**config.mk**
```make
export PLATFORM = sky130hd
export DESIGN_NAME = sbb_decode
export DESIGN_NICKNAME = d
export VERILOG_FILES = /design/src/hdl/sbb_pkg.sv /design/src/hdl/sbb_decode.sv
export SDC_FILE = /design/constraint.sdc
export NUM_CORES = 1
export LEC_CHECK = 0
export BUFFER_PORTS_ARGS = -buffer_cell sky130_fd_sc_hd__buf_4
export CAP_MARGIN = 10
export CORE_ASPECT_RATIO = 1.2
export CORE_MARGIN = 4
export CORE_UTILIZATION = 36
export DETAILED_ROUTE_END_ITERATION = 8
export GPL_TIMING_DRIVEN = 0
export PLACE_DENSITY = 0.91
export SLEW_MARGIN = 20
export SYNTH_ARGS = -nofsm -noshare
export SYNTH_HDL_FRONTEND = slang
export SYNTH_SLANG_ARGS = --single-unit
```
**constraint.sdc**
```tcl
create_clock -name vclk -period 2.8
set_input_delay 0.56 -clock vclk [all_inputs]
set_output_delay 0.56 -clock vclk [all_outputs]
set_load 0.02 [all_outputs]
```
**src/hdl/sbb_pkg.sv**
```systemverilog
// Package for the sound CPU bus bridge: beat types, opcodes, route codes
// and the fixed bus map. No dependencies.
package sbb_pkg;

  typedef struct packed {
    logic [1:0]  opcode;
    logic [15:0] address;
    logic [7:0]  data;
  } req_t;

  typedef struct packed {
    logic [7:0]  read_data;
    logic [2:0]  route;
    logic [23:0] ext_address;
    logic [7:0]  ext_data;
    logic        cpu_reset_pulse;
    logic        cpu_may_run;
  } rsp_t;

  // Decoded access, handed from the decoder to the top level.
  typedef struct packed {
    logic ram_we;
    logic ram_sel;
    logic bank_we;
    logic grant_we;
    logic grant_val;
    logic rst_we;
    logic rst_release;
    rsp_t rsp;
  } dec_t;

  localparam logic [1:0] OP_CPU_RD  = 2'd0;
  localparam logic [1:0] OP_CPU_WR  = 2'd1;
  localparam logic [1:0] OP_CTRL_WR = 2'd2;
  localparam logic [1:0] OP_CTRL_RD = 2'd3;

  localparam logic [2:0] ROUTE_NONE     = 3'd0;
  localparam logic [2:0] ROUTE_FM_RD    = 3'd1;
  localparam logic [2:0] ROUTE_FM_WR    = 3'd2;
  localparam logic [2:0] ROUTE_TONE_WR  = 3'd3;
  localparam logic [2:0] ROUTE_BANK_RD  = 3'd4;
  localparam logic [2:0] ROUTE_BANK_WR  = 3'd5;

  localparam logic [15:0] ADDR_FM      = 16'h4000;
  localparam logic [15:0] ADDR_UNMAP   = 16'h6000;
  localparam logic [15:0] ADDR_BANK    = 16'h6000;
  localparam logic [15:0] ADDR_TONE    = 16'h7F11;
  localparam logic [15:0] ADDR_HOST    = 16'h8000;
  localparam logic [15:0] ADDR_GRANT   = 16'h1100;
  localparam logic [15:0] ADDR_RESET   = 16'h1200;

  // Span of the RAM window before the modulo by the RAM depth.
  localparam int unsigned RAM_SPAN = 8192;

  localparam logic [7:0] OPEN_BUS = 8'hFF;

endpackage

```
**src/hdl/sbb_decode.sv**
```systemverilog
// Bus decoder: maps one beat to RAM access, control updates and a partial
// result. Depends on sbb_pkg.
module sbb_decode #(
  parameter int unsigned RAM_DEPTH = 8192,
  parameter int unsigned AW        = 13
) (
  input  sbb_pkg::req_t req_i,
  input  logic [8:0]    bank_i,
  input  logic          bus_granted_i,
  input  logic          held_in_reset_i,
  output sbb_pkg::dec_t dec_o,
  output logic [AW-1:0] ram_idx_o
);

  // Conditional subtracts of RAM_DEPTH << k fold the window into the RAM.
  localparam int NSTEP =
    $clog2((sbb_pkg::RAM_SPAN + RAM_DEPTH - 1) / RAM_DEPTH);

  logic [15:0] idx;

  always_comb begin
    idx = {3'b000, req_i.address[12:0]};
    for (int k = NSTEP - 1; k >= 0; k--) begin
      if (idx >= 16'(RAM_DEPTH << k)) begin
        idx = idx - 16'(RAM_DEPTH << k);
      end
    end
  end

  assign ram_idx_o = idx[AW-1:0];

  always_comb begin
    dec_o     = '0;
    case (req_i.opcode)
      sbb_pkg::OP_CPU_RD: begin
        if (req_i.address < sbb_pkg::ADDR_FM) begin
          dec_o.ram_sel = 1'b1;
        end else if (req_i.address < sbb_pkg::ADDR_UNMAP) begin
          dec_o.rsp.read_data   = sbb_pkg::OPEN_BUS;
          dec_o.rsp.route       = sbb_pkg::ROUTE_FM_RD;
          dec_o.rsp.ext_address = {22'd0, req_i.address[1:0]};
        end else if (req_i.address >= sbb_pkg::ADDR_HOST) begin
          dec_o.rsp.read_data   = sbb_pkg::OPEN_BUS;
          dec_o.rsp.route       = sbb_pkg::ROUTE_BANK_RD;
          dec_o.rsp.ext_address = {bank_i, req_i.address[14:0]};
        end else begin
          dec_o.rsp.read_data = sbb_pkg::OPEN_BUS;
        end
      end
      sbb_pkg::OP_CPU_WR: begin
        if (req_i.address < sbb_pkg::ADDR_FM) begin
          dec_o.ram_we = 1'b1;
        end else if (req_i.address < sbb_pkg::ADDR_UNMAP) begin
          dec_o.rsp.route       = sbb_pkg::ROUTE_FM_WR;
          dec_o.rsp.ext_address = {22'd0, req_i.address[1:0]};
          dec_o.rsp.ext_data    = req_i.data;
        end else if (req_i.address == sbb_pkg::ADDR_BANK) begin
          dec_o.bank_we = 1'b1;
        end else if (req_i.address == sbb_pkg::ADDR_TONE) begin
          dec_o.rsp.route    = sbb_pkg::ROUTE_TONE_WR;
          dec_o.rsp.ext_data = req_i.data;
        end else if (req_i.address >= sbb_pkg::ADDR_HOST) begin
          dec_o.rsp.route       = sbb_pkg::ROUTE_BANK_WR;
          dec_o.rsp.ext_address = {bank_i, req_i.address[14:0]};
          dec_o.rsp.ext_data    = req_i.data;
        end
      end
      sbb_pkg::OP_CTRL_WR: begin
        if (req_i.address == sbb_pkg::ADDR_GRANT) begin
          dec_o.grant_we  = 1'b1;
          dec_o.grant_val = (req_i.data != 8'd0);
        end else if (req_i.address == sbb_pkg::ADDR_RESET) begin
          dec_o.rst_we               = 1'b1;
          dec_o.rst_release          = (req_i.data != 8'd0);
          dec_o.rsp.cpu_reset_pulse  = (req_i.data != 8'd0);
        end
      end
      sbb_pkg::OP_CTRL_RD: begin
        if (req_i.address == sbb_pkg::ADDR_GRANT) begin
          dec_o.rsp.read_data = {7'd0, !bus_granted_i};
        end else if (req_i.address == sbb_pkg::ADDR_RESET) begin
          dec_o.rsp.read_data = {7'd0, held_in_reset_i};
        end
      end
      default: begin
        dec_o = '0;
      end
    endcase
  end

endmodule

```
**Word-level counts from Yosys, hierarchy flattened**

Cells that the tools add are included.
W data, S select, Z words.

- Add/sub/neg operators: 0
- $mul: 0
- Div/mod/pow operators: 0
- $lt $le $gt $ge: 3
- Eq/ne operators: 7
- Shifts and indexed selects: 0
- Multiplexer cells: 29
- Bitwise operators: 0
- Reduce and logical (&&, ||, !) cells: 3

Operator list:

| cell | number |
|---|---|
| $mux W35 | 5 |
| $mux W27 | 2 |
| $pmux W27 S2 | 1 |
| $eq A16 B13 Y1 const B | 2 |
| $eq A16 B15 Y1 const B | 2 |
| $lt A16 B15 Y1 const B | 2 |
| $mux W24 | 1 |
| $ge A16 B16 Y1 const B | 1 |
| $mux W8 | 2 |
| $pmux W8 S2 | 1 |
| $mux W1 | 12 |
| $reduce_bool A8 Y1 | 1 |
| $mux W2 | 3 |
| $eq A2 B2 Y1 const B | 2 |
| $mux W4 | 1 |
| $mux W3 | 1 |
| $eq A2 B1 Y1 const B | 1 |
| $logic_not A2 Y1 | 1 |
| $logic_not A1 Y1 | 1 |

- Bits in registers: 0
- Latch bits: 0
- Memory bits (writable): 0
- ROM bits: 0
- Input port bits: 37
- Output and inout port bits: 65
- Word-level logic and storage cells: 42
- Memories: 0

**Logic depth before layout (Yosys ltp)**

Gate-level depths: netlist of the first run.

- Word-level depth: 7
- Gate-level depth with buffers: 6
- Depth with buffers taken out: 5

**Worst setup path before layout of the first run**

No wires, ideal clock.

- Kind: input -> output
- From: in req_i[8] in the netlist's numbering
- To: out dec_o[45] in the netlist's numbering
- Data arrival time: 2.156 ns
- Required time: 2.240 ns
- Setup slack: 0.084 ns
- Cell stages on the path: 4
- Buffers on the path: 1
- Path through: nor4_2 -> nand4_2 -> nor4_1 -> buf_4

RTL lines:

| element | line | text |
|---|---|---|
| from (decl) | sbb_decode.sv:7 | `input sbb_pkg::req_t req_i,` |
| to (decl) | sbb_decode.sv:11 | `output sbb_pkg::dec_t dec_o,` |

==> impl_results.rst, run 1 <==
.. list-table::
   :header-rows: 1

   * - Metric
     - Value
   * - Synth Area in Compound Gates
     - 10.3%
   * - Diode insertion count for antenna repair
     - 0
   * - Total power per unit cell area
     - 151 mW/mm^2
   * - Half-perimeter wire length after placement
     - 2670 um
   * - Total via count in the routed design
     - 1153
   * - Wire length of the first global-routing pass
     - 4510 um
   * - Share of layout cells above drive strength 1
     - 61.9%
   * - Post-layout min period
     - 2560 ps
   * - Most used routing layer in global routing
     - met2
   * - Part of the power in registers
     - 0%
   * - Multiplexer area fraction after synthesis
     - 0%
   * - Cell internal power dissipation
     - 0.120 mW
   * - Remaining antenna violation count after routing
     - 0
   * - Pin count of the biggest net entering global routing
     - 11
   * - Global routing usage on met1
     - 19.1%
   * - Required time of the critical path
     - 2240 ps
   * - # port buffers
     - 101
   * - Aggregate global-route resource usage
     - 18.3%
   * - Simple-gate share of the synthesized area
     - 57.2%
   * - Most common cell after layout, fill and taps aside
     - sky130_fd_sc_hd__buf_4
   * - Synthesized Nets
     - 155
   * - Type of the most critical hold path
     - input port to output pin
   * - Hold-critical path depth
     - 3
   * - Hold slack
     - 1420 ps
   * - Post-Place Cells
     - 245
   * - Placeable Area
     - 0.00205 sq mm
   * - Iteration-0 DRC Markers
     - 18
   * - Adder-cell area share of the yosys netlist
     - 6.46%
   * - Type of element launching the critical path
     - input port
   * - Global routing met3 resource utilization
     - 6.08%
   * - Dominant combinational cell family by area after synthesis
     - simple AND/OR/NAND/NOR gates
   * - Status
     - finished, final reports clean
   * - Setup repair after global routing missed its margin
     - no
   * - Cell leakage power
     - 0.870 nW
   * - F_max
     - 390 MHz
   * - Remaining global-route overflow
     - 0
   * - DR vias/cell
     - 4.71
   * - Sum of routed wire length over all layers
     - 2960 um
   * - Final Non-Filler Cells
     - 245
   * - Max-slew violation count
     - 0
   * - Final number of setup-violating endpoints
     - 0
   * - Top cells by area in the synthesized netlist
     - sky130_fd_sc_hd__buf_4 (20%), sky130_fd_sc_hd__and2_1 (20%), sky130_fd_sc_hd__a21oi_1 (6.5%), sky130_fd_sc_hd__ha_1 (6.5%), sky130_fd_sc_hd__nand3_1 (5.8%)
   * - Remaining routing DRC violations
     - 0
   * - Synth Warn #
     - 0
   * - Effective utilization at floorplan
     - 37.8%
   * - Post-synthesis instance total
     - 114
   * - GRT met2 Usage
     - 36.0%
   * - FF+latch area
     - 0 sq um
   * - CP max FO
     - 5
   * - Layout clock buffer count
     - 0
   * - Portion of the clock cycle consumed by the worst path in the final layout
     - 91.5%
   * - Number of ports placed on the die boundary
     - 102
   * - Routed wire length per instance
     - 12.1 um
   * - Number of nets in the final layout
     - 258
   * - CTS hold repair buffers
     - 0
   * - Crit path setup slack, layout
     - 237 ps
   * - Switching component of the power
     - 0.117 mW
   * - Post-CTS setup buffer count
     - 0
   * - Number of distinct standard cells referenced by the synthesized netlist
     - 32
   * - Number of global-route vias before repair
     - 1103
   * - Average size of a mapped cell
     - 6.79 sq um
   * - Netlist area before placement
     - 774 sq um
   * - Die Outline Area
     - 0.00296 sq mm
   * - Xor and xnor area share after synthesis
     - 0%
   * - Weighted congestion at the end of routability-driven global placement
     - 0.733
   * - Worst Path Arrival
     - 2000 ps
   * - Fin Setup TNS
     - 0 ps
   * - Endpoint type of the worst setup path
     - output pin
   * - Start point of the worst hold path
     - req_i[13]
   * - Placement-stage worst setup slack
     - 234 ps
   * - Peak supply drop
     - 0.0000944 V
   * - Number of antenna violations at the first check in global routing
     - 0
   * - Area added between synthesis and finish
     - 103%
   * - First-pass DRT Iterations
     - 4
   * - Floorplan die height
     - 58.8 um
   * - Number of sequential cells
     - 0
   * - Count of final hold-check violations
     - 0
   * - Cell row count
     - 18
   * - Post-cts sizing count
     - 0
   * - Most frequent cells in the layout
     - sky130_fd_sc_hd__buf_4 (122), sky130_fd_sc_hd__and2_1 (25), sky130_fd_sc_hd__a21oi_1 (10), sky130_fd_sc_hd__nand3_1 (9), sky130_fd_sc_hd__inv_1 (5)
   * - Largest area contributor in the netlist
     - sky130_fd_sc_hd__buf_4
   * - Switching part of the total
     - 49.5%
   * - Width of the die
     - 50.3 um
   * - Capture endpoint of the worst hold path
     - dec_o[49]
   * - Fraction of the yosys area taken by sequential cells
     - 0%
   * - Comb power frac
     - 100.0%
   * - Top cell type's share of synthesized area
     - 20.4%
   * - Critical path type
     - input port to output pin
   * - Maximum Capacitance Violations
     - 0
   * - Core Util, Final
     - 76.6%
   * - Part of the power in the clock network
     - 0%
[cell usage after synthesis]
library cell                n
sky130_fd_sc_hd__and2_2     1
sky130_fd_sc_hd__nor4b_1    1
sky130_fd_sc_hd__and3b_1    1
sky130_fd_sc_hd__nor4_2     1
sky130_fd_sc_hd__buf_4     21
sky130_fd_sc_hd__o21ai_1    1
sky130_fd_sc_hd__and2_1    25
sky130_fd_sc_hd__nor4bb_1   1
sky130_fd_sc_hd__nor3b_2    1
sky130_fd_sc_hd__and4_1     1
sky130_fd_sc_hd__nand4b_2   1
sky130_fd_sc_hd__inv_1      5
sky130_fd_sc_hd__ha_1       4
sky130_fd_sc_hd__nand3_1    9
sky130_fd_sc_hd__or4_1      2
sky130_fd_sc_hd__nor4_1     2
sky130_fd_sc_hd__o22a_1     1
sky130_fd_sc_hd__buf_2      2
sky130_fd_sc_hd__clkbuf_1   3
sky130_fd_sc_hd__nand2_1    3
sky130_fd_sc_hd__or2_2      1
sky130_fd_sc_hd__nor3_1     4
sky130_fd_sc_hd__conb_1     1
sky130_fd_sc_hd__nor2_1     3
sky130_fd_sc_hd__nor2b_1    1
sky130_fd_sc_hd__a21oi_1   10
sky130_fd_sc_hd__nand3b_1   1
sky130_fd_sc_hd__nor4b_2    1
sky130_fd_sc_hd__nand2b_1   3
sky130_fd_sc_hd__o32ai_2    1
sky130_fd_sc_hd__nor4_4     1
sky130_fd_sc_hd__nand4_2    1
[worst max-delay path by stage]
stage	cells after the start	to	start
detailed placement	6	dec_o[45]	req_i[8]
global route	6	dec_o[45]	req_i[10]
CTS	6	dec_o[45]	req_i[10]
global placement	6	dec_o[45]	req_i[10]
finish	6	dec_o[45]	req_i[8]
floorplan	4	dec_o[45]	req_i[8]
[area by class of cell]
class                           count  area [sq um]
Buffer                             26           179
Fill cell                         166           479
Inverter                            5          18.8
Multi-Input combinational cell     83           577
Tap cell                           30          37.5
Timing Repair Buffer              101           758
[worst max-delay path, stage by stage]
cell,delay [ps]
sky130_fd_sc_hd__buf_4,130
sky130_fd_sc_hd__nor4_2,340
sky130_fd_sc_hd__nand4_2,220
sky130_fd_sc_hd__nor4_1,450
sky130_fd_sc_hd__buf_4,180
sky130_fd_sc_hd__buf_4,130
[cell families (layout without fill, tap and decap cells)]
family,after synthesis,count (layout)
simple gates,65,65
buf+inv,31,132
compound gates,13,13
fa+ha+maj,4,4
other cells,1,1
[power groups by stage]
stage | registers [mW] | logic [mW] | clock network [mW]
after floorplan | 0 | 0.119 | 0
after global placement | 0 | 0.233 | 0
after detailed placement | 0 | 0.238 | 0
after CTS | 0 | 0.238 | 0
after global routing | 0 | 0.254 | 0
final | 0 | 0.237 | 0
[through the flow]
stage,cell area (sq um),power [mW]
2_1_floorplan,774,0.119
3_3_place_gp,1570,0.233
3_5_place_dp,1570,0.238
4_1_cts,1570,0.238
5_1_grt,1570,0.254
6_report,1570,0.237
[metal layers]
metal | wire length, um | vias up | share of wire (%)
li1 | - | 574 | -
met1 | 1010 | 497 | 34
met2 | 1500 | 76 | 51
met3 | 414 | 6 | 14
met4 | 36 | 0 | 1.2
met5 | 0 | - | 0
Power figures use the tool's default switching activity.
==> run 2, diff against run 1 <==
Settings changed: PLACE_DENSITY 0.91 to not set, PLACE_DENSITY_LB_ADDON set to 0.15.
==> run 2 against run 1 <==
- cell count unchanged
- count of clock-buffer cells in the layout is the same
- die area stayed put
- first-iteration DRC count down 89%
- via count fell by 3.0%
- utilization stayed put
- fmax up 2.8%
- routed wire length grew 3.5%
- global-route usage rose by 0.95 points
- worst setup slack better by 70 ps
- highest routed layer is now met3
==> impl_results.rst, run 2 (same netlist as run 1, synthesis figures left out) <==
.. list-table::
   :header-rows: 1

   * - Metric
     - Value
   * - Type of element launching the critical path
     - input port
   * - CP max FO
     - 5
   * - Number of nets in the final layout
     - 258
   * - Floorplan die height
     - 58.8 um
   * - Post-CTS setup buffer count
     - 0
   * - Hold slack
     - 1420 ps
   * - Iteration-0 DRC Markers
     - 2
   * - Number of sequential cells
     - 0
   * - Post-Place Cells
     - 245
   * - Final std cell area, no fill
     - 0.00157 sq mm
   * - Share of layout cells above drive strength 1
     - 61.9%
   * - Cell leakage power
     - 0.870 nW
   * - Number of ports placed on the die boundary
     - 102
   * - Aggregate global-route resource usage
     - 19.3%
   * - Number of antenna violations at the first check in global routing
     - 0
   * - Final number of setup-violating endpoints
     - 0
   * - Post-layout min period
     - 2490 ps
   * - Weighted congestion at the end of routability-driven global placement
     - 0.709
   * - Remaining antenna violation count after routing
     - 0
   * - Peak supply drop
     - 0.0000939 V
   * - Multi-input logic area
     - 577 sq um
   * - Switching component of the power
     - 0.118 mW
   * - Part of the power in the clock network
     - 0%
   * - Max-slew violation count
     - 0
   * - F_max
     - 401 MHz
   * - Remaining global-route overflow
     - 0
   * - Total via count in the routed design
     - 1118
   * - DR vias/cell
     - 4.56
   * - CTS hold repair buffers
     - 0
   * - Half-perimeter wire length after placement
     - 2730 um
   * - Total power per unit cell area
     - 151 mW/mm^2
   * - Most common cell after layout, fill and taps aside
     - sky130_fd_sc_hd__buf_4
   * - Required time of the critical path
     - 2240 ps
   * - Endpoint type of the worst setup path
     - output pin
   * - Fin Setup TNS
     - 0 ps
   * - Effective utilization at floorplan
     - 37.8%
   * - First-pass DRT Iterations
     - 4
   * - Critical path type
     - input port to output pin
   * - Crit path cell chain
     - buf_4 -> nor4_4 -> nand4_2 -> nor4_1 -> buf_4 -> buf_4
   * - Area added between synthesis and finish
     - 103%
   * - Worst path buffer plus inverter count
     - 3
   * - Worst Path Arrival
     - 1930 ps
   * - Placeable Area
     - 0.00205 sq mm
   * - Type of the most critical hold path
     - input port to output pin
   * - Portion of the clock cycle consumed by the worst path in the final layout
     - 89.0%
   * - Width of the die
     - 50.3 um
   * - Pin count of the biggest net entering global routing
     - 11
   * - Comb power frac
     - 100.0%
   * - Setup repair after global routing missed its margin
     - no
   * - Number of global-route vias before repair
     - 1092
   * - Area after DPL
     - 0.00157 sq mm
   * - Count of final hold-check violations
     - 0
   * - Sum of routed wire length over all layers
     - 3070 um
   * - FF+latch area
     - 0 sq um
   * - Post-cts sizing count
     - 0
   * - Cell row count
     - 18
   * - Fill cell total of the finished layout
     - 163
   * - Cell type group with the largest total delay on the critical path
     - simple AND/OR/NAND/NOR gates
   * - Cell internal power dissipation
     - 0.120 mW
   * - Core Util, Final
     - 76.6%
   * - Remaining routing DRC violations
     - 0
   * - Maximum cell stage delay along the critical path
     - 400 ps
   * - Final Non-Filler Cells
     - 245
   * - Maximum Capacitance Violations
     - 0
   * - Layout clock buffer count
     - 0
   * - Routed wire length per instance
     - 12.5 um
   * - Diode insertion count for antenna repair
     - 0
   * - Part of the power in registers
     - 0%
   * - Crit path top cell by count
     - sky130_fd_sc_hd__buf_4
   * - # port buffers
     - 101
   * - Most frequent cells in the layout
     - sky130_fd_sc_hd__buf_4 (122), sky130_fd_sc_hd__and2_1 (25), sky130_fd_sc_hd__a21oi_1 (10), sky130_fd_sc_hd__nand3_1 (9), sky130_fd_sc_hd__inv_1 (5)
   * - Wire length of the first global-routing pass
     - 4740 um
   * - Switching part of the total
     - 49.6%
   * - Status
     - finished, final reports clean
   * - Die Outline Area
     - 0.00296 sq mm
   * - Worst-path cell with the longest stage delay
     - sky130_fd_sc_hd__nor4_1
[run 2: cell counts in the layout (fill, tap and decap cells not counted)]
Identical to the previous run, type by type.
[run 2: final cells by class]
type / count / area share, %
Tap cell: 30 / 2.39
Multi-Input combinational cell: 83 / 36.7
Buffer: 26 / 11.4
Timing Repair Buffer: 101 / 48.3
Inverter: 5 / 1.20
[run 2: power by group through the flow]
stage | clock, mW | combinational, mW | sequential (mW)
final | 0 | 0.237 | 0
after detailed placement | 0 | 0.239 | 0
after floorplan | 0 | 0.119 | 0
after global placement | 0 | 0.233 | 0
after global routing | 0 | 0.255 | 0
after CTS | 0 | 0.239 | 0
[run 2: stage by stage]
step	worst slack (ps)	power, mW
6_report	307	0.237
5_1_grt	133	0.255
4_1_cts	286	0.239
3_5_place_dp	286	0.239
3_3_place_gp	320	0.233
2_1_floorplan	84.2	0.119
[run 2: path summary, 6_finish.rpt]
kind / start / end / depth (start not counted)
hold / removal: req_i[13] / dec_o[49] / 3
setup / recovery: req_i[10] / dec_o[45] / 6
[run 2: worst min-delay path, stage by stage]
cell and delay, ps:
sky130_fd_sc_hd__buf_4 100, sky130_fd_sc_hd__nor4b_2 50, sky130_fd_sc_hd__buf_4 150
[run 2: routing by layer]
metal  share of wire, %  vias up  track usage [%]
met5                  0        -                0
met4                  0        0            0.385
met3                9.5        0             3.54
met2                 55       54             39.7
met1                 35      490             21.1
li1                   -      574                -
==> run 3, diff against run 2 <==
Settings changed: ABC_AREA set to 1, CORE_UTILIZATION 36 to 38, PLACE_DENSITY set to 0.95, PLACE_DENSITY_LB_ADDON 0.15 to not set.
==> run 3 against run 2 <==
- combinational power increased by 3%
- cell count increased by 21%
- routed wire length decreased by 1.1%
- critical endpoint is now dec_o[34]
- die area increased by 4.4%
- largest power group unchanged
- count of clock-buffer cells in the layout unchanged
- non-clock buffer count unchanged
- power increased by 3.2%
==> impl_results.rst, run 3 <==
.. list-table::
   :header-rows: 1

   * - Metric
     - Value
   * - Most frequent cells in the layout
     - sky130_fd_sc_hd__buf_4 (122), sky130_fd_sc_hd__nor2_1 (42), sky130_fd_sc_hd__inv_1 (34), sky130_fd_sc_hd__nand2_1 (16), sky130_fd_sc_hd__nand3_1 (14)
   * - Floorplan die height
     - 60.1 um
   * - Count of final hold-check violations
     - 0
   * - FF+latch area
     - 0 sq um
   * - Worst Path Arrival
     - 1870 ps
   * - # port buffers
     - 101
   * - Diode insertion count for antenna repair
     - 0
   * - Wire length of the first global-routing pass
     - 4620 um
   * - Number of ports placed on the die boundary
     - 102
   * - Width of the die
     - 51.4 um
   * - Final Non-Filler Cells
     - 297
   * - Type of the most critical hold path
     - input port to output pin
   * - DR WL met3
     - 461 um
   * - Maximum Capacitance Violations
     - 0
   * - Top cell type's share of synthesized area
     - 18.3%
   * - Total via count in the routed design
     - 1279
   * - Post-CTS setup buffer count
     - 0
   * - Post-Place Cells
     - 297
   * - Cell row count
     - 18
   * - Endpoint type of the worst setup path
     - output pin
   * - Post-synthesis instance total
     - 166
   * - Weighted congestion at the end of routability-driven global placement
     - 0.805
   * - Top cells by area in the synthesized netlist
     - sky130_fd_sc_hd__buf_4 (18%), sky130_fd_sc_hd__nor2_1 (18%), sky130_fd_sc_hd__inv_1 (15%), sky130_fd_sc_hd__nand3_1 (8.2%), sky130_fd_sc_hd__nand2_1 (7.0%)
   * - Average size of a mapped cell
     - 5.18 sq um
   * - CP max FO
     - 8
   * - Largest area contributor in the netlist
     - sky130_fd_sc_hd__buf_4
   * - Sum of routed wire length over all layers
     - 3030 um
   * - Number of distinct standard cells referenced by the synthesized netlist
     - 25
   * - Top metal layer carrying routed signals
     - met3
   * - Synthesized Nets
     - 207
   * - Portion of the clock cycle consumed by the worst path in the final layout
     - 86.6%
   * - Aggregate global-route resource usage
     - 18.1%
   * - Final number of setup-violating endpoints
     - 0
   * - Fraction of the yosys area taken by sequential cells
     - 0%
   * - Type of element launching the critical path
     - input port
   * - Synth Warn #
     - 0
   * - Cell type group with the largest total delay on the critical path
     - buffers and inverters
   * - Half-perimeter wire length after placement
     - 2730 um
   * - Most common cell after layout, fill and taps aside
     - sky130_fd_sc_hd__buf_4
   * - Area added between synthesis and finish
     - 92.6%
   * - Remaining routing DRC violations
     - 0
   * - Peak supply drop
     - 0.0000905 V
   * - Number of antenna violations at the first check in global routing
     - 0
   * - Placeable Area
     - 0.00212 sq mm
   * - F_max
     - 412 MHz
   * - Crit path cell chain
     - buf_4 -> inv_1 -> ha_1 -> inv_1 -> nor2_1 -> inv_1 -> o21ai_0 -> buf_4
   * - Critical path type
     - input port to output pin
   * - Share of layout cells above drive strength 1
     - 50.9%
   * - Setup repair after global routing missed its margin
     - no
   * - Netlist area before placement
     - 860 sq um
   * - Layout clock buffer count
     - 0
   * - Routed wire length per instance
     - 10.2 um
   * - Fin Setup TNS
     - 0 ps
   * - Crit path top cell by count
     - sky130_fd_sc_hd__inv_1
   * - Most instantiated library cell after synthesis
     - sky130_fd_sc_hd__nor2_1
   * - DR vias/cell
     - 4.31
   * - Multi-input logic area
     - 537 sq um
   * - Maximum cell stage delay along the critical path
     - 380 ps
   * - Status
     - finished, final reports clean
   * - Number of global-route vias before repair
     - 1148
   * - Remaining global-route overflow
     - 0
   * - First-pass DRT Iterations
     - 4
   * - Worst-path cell with the longest stage delay
     - sky130_fd_sc_hd__nor2_1
   * - Worst path buffer plus inverter count
     - 5
   * - Hold slack
     - 1420 ps
   * - Core Util, Final
     - 78.2%
   * - Required time of the critical path
     - 2240 ps
   * - Post-layout min period
     - 2430 ps
   * - Number of nets in the final layout
     - 310
   * - Wl on met1
     - 1090 um
   * - Routed wl met2
     - 1480 um
   * - Cell leakage power
     - 1.02 nW
   * - CTS hold repair buffers
     - 0
   * - Pin count of the biggest net entering global routing
     - 11
   * - Remaining antenna violation count after routing
     - 0
   * - Total power per unit cell area
     - 148 mW/mm^2
   * - Max-slew violation count
     - 0
   * - Post-cts sizing count
     - 0
   * - Effective utilization at floorplan
     - 40.6%
   * - Fill cell total of the finished layout
     - 175
   * - Iteration-0 DRC Markers
     - 18
   * - Leading cell types by count after synthesis
     - sky130_fd_sc_hd__nor2_1 (42), sky130_fd_sc_hd__inv_1 (34), sky130_fd_sc_hd__buf_4 (21)
   * - Die Outline Area
     - 0.00309 sq mm
   * - Number of sequential cells
     - 0
[run 3: changes by cell type after synthesis, sizes merged, moves of 2 or more]
cell,change
nand2,+14
buf,+3
inv,+31
nand2b,-3
nor2,+40
nand3,+6
or4,-2
and2,-25
clkbuf,-3
nor4b,-2
[run 3: layer usage]
| metal | track usage, % | vias to the layer above |
|---|---|---|
| met4 | 0.375 | 0 |
| met2 | 37.1 | 71 |
| li1 | - | 681 |
| met1 | 18.3 | 527 |
| met5 | 0 | - |
| met3 | 5.74 | 0 |
[run 3: report_power, final]
part           total [mW]  switching, mW  internal [mW]
sequential              0              0              0
combinational       0.245          0.128          0.117
clock                   0              0              0
total               0.245          0.128          0.117
[run 3: path summary, 6_finish.rpt]
| path | depth (start not counted) | from | slack, ps | end |
|---|---|---|---|---|
| max | 8 | req_i[24] | 370 | dec_o[34] |
| min | 3 | req_i[9] | 1420 | ram_idx_o[1] |
[run 3: logic make-up (layout without fill, tap and decap cells)]
family | count (synthesis) | in the layout | share of synthesized area [%]
other | 1 | 1 | 0.436
AOI/OAI and AO/OA | 12 | 12 | 7.42
buffers and inverters | 62 | 163 | 37.6
and+or+nand+nor | 87 | 87 | 48.8
adders and majority gates | 4 | 4 | 5.82
[run 3: cell type report]
class,instances,area share [%]
Buffer,26,11.3
Inverter,36,8.16
Tap cell,30,2.27
Timing Repair Buffer,101,45.8
Multi-Input combinational cell,104,32.4
[run 3: per-stage QoR]
stage               total power [mW]  cell area (sq um)  worst slack [ps]
floorplan                      0.128                860               228
global placement               0.243               1660               402
detailed placement             0.246               1660               363
CTS                            0.247               1660               358
global route                   0.265               1660               173
finish                         0.245               1660               375
[run 3: worst min-delay path, stage by stage]
cell	delay (ps)
sky130_fd_sc_hd__buf_4	90
sky130_fd_sc_hd__buf_4	90
sky130_fd_sc_hd__buf_4	120
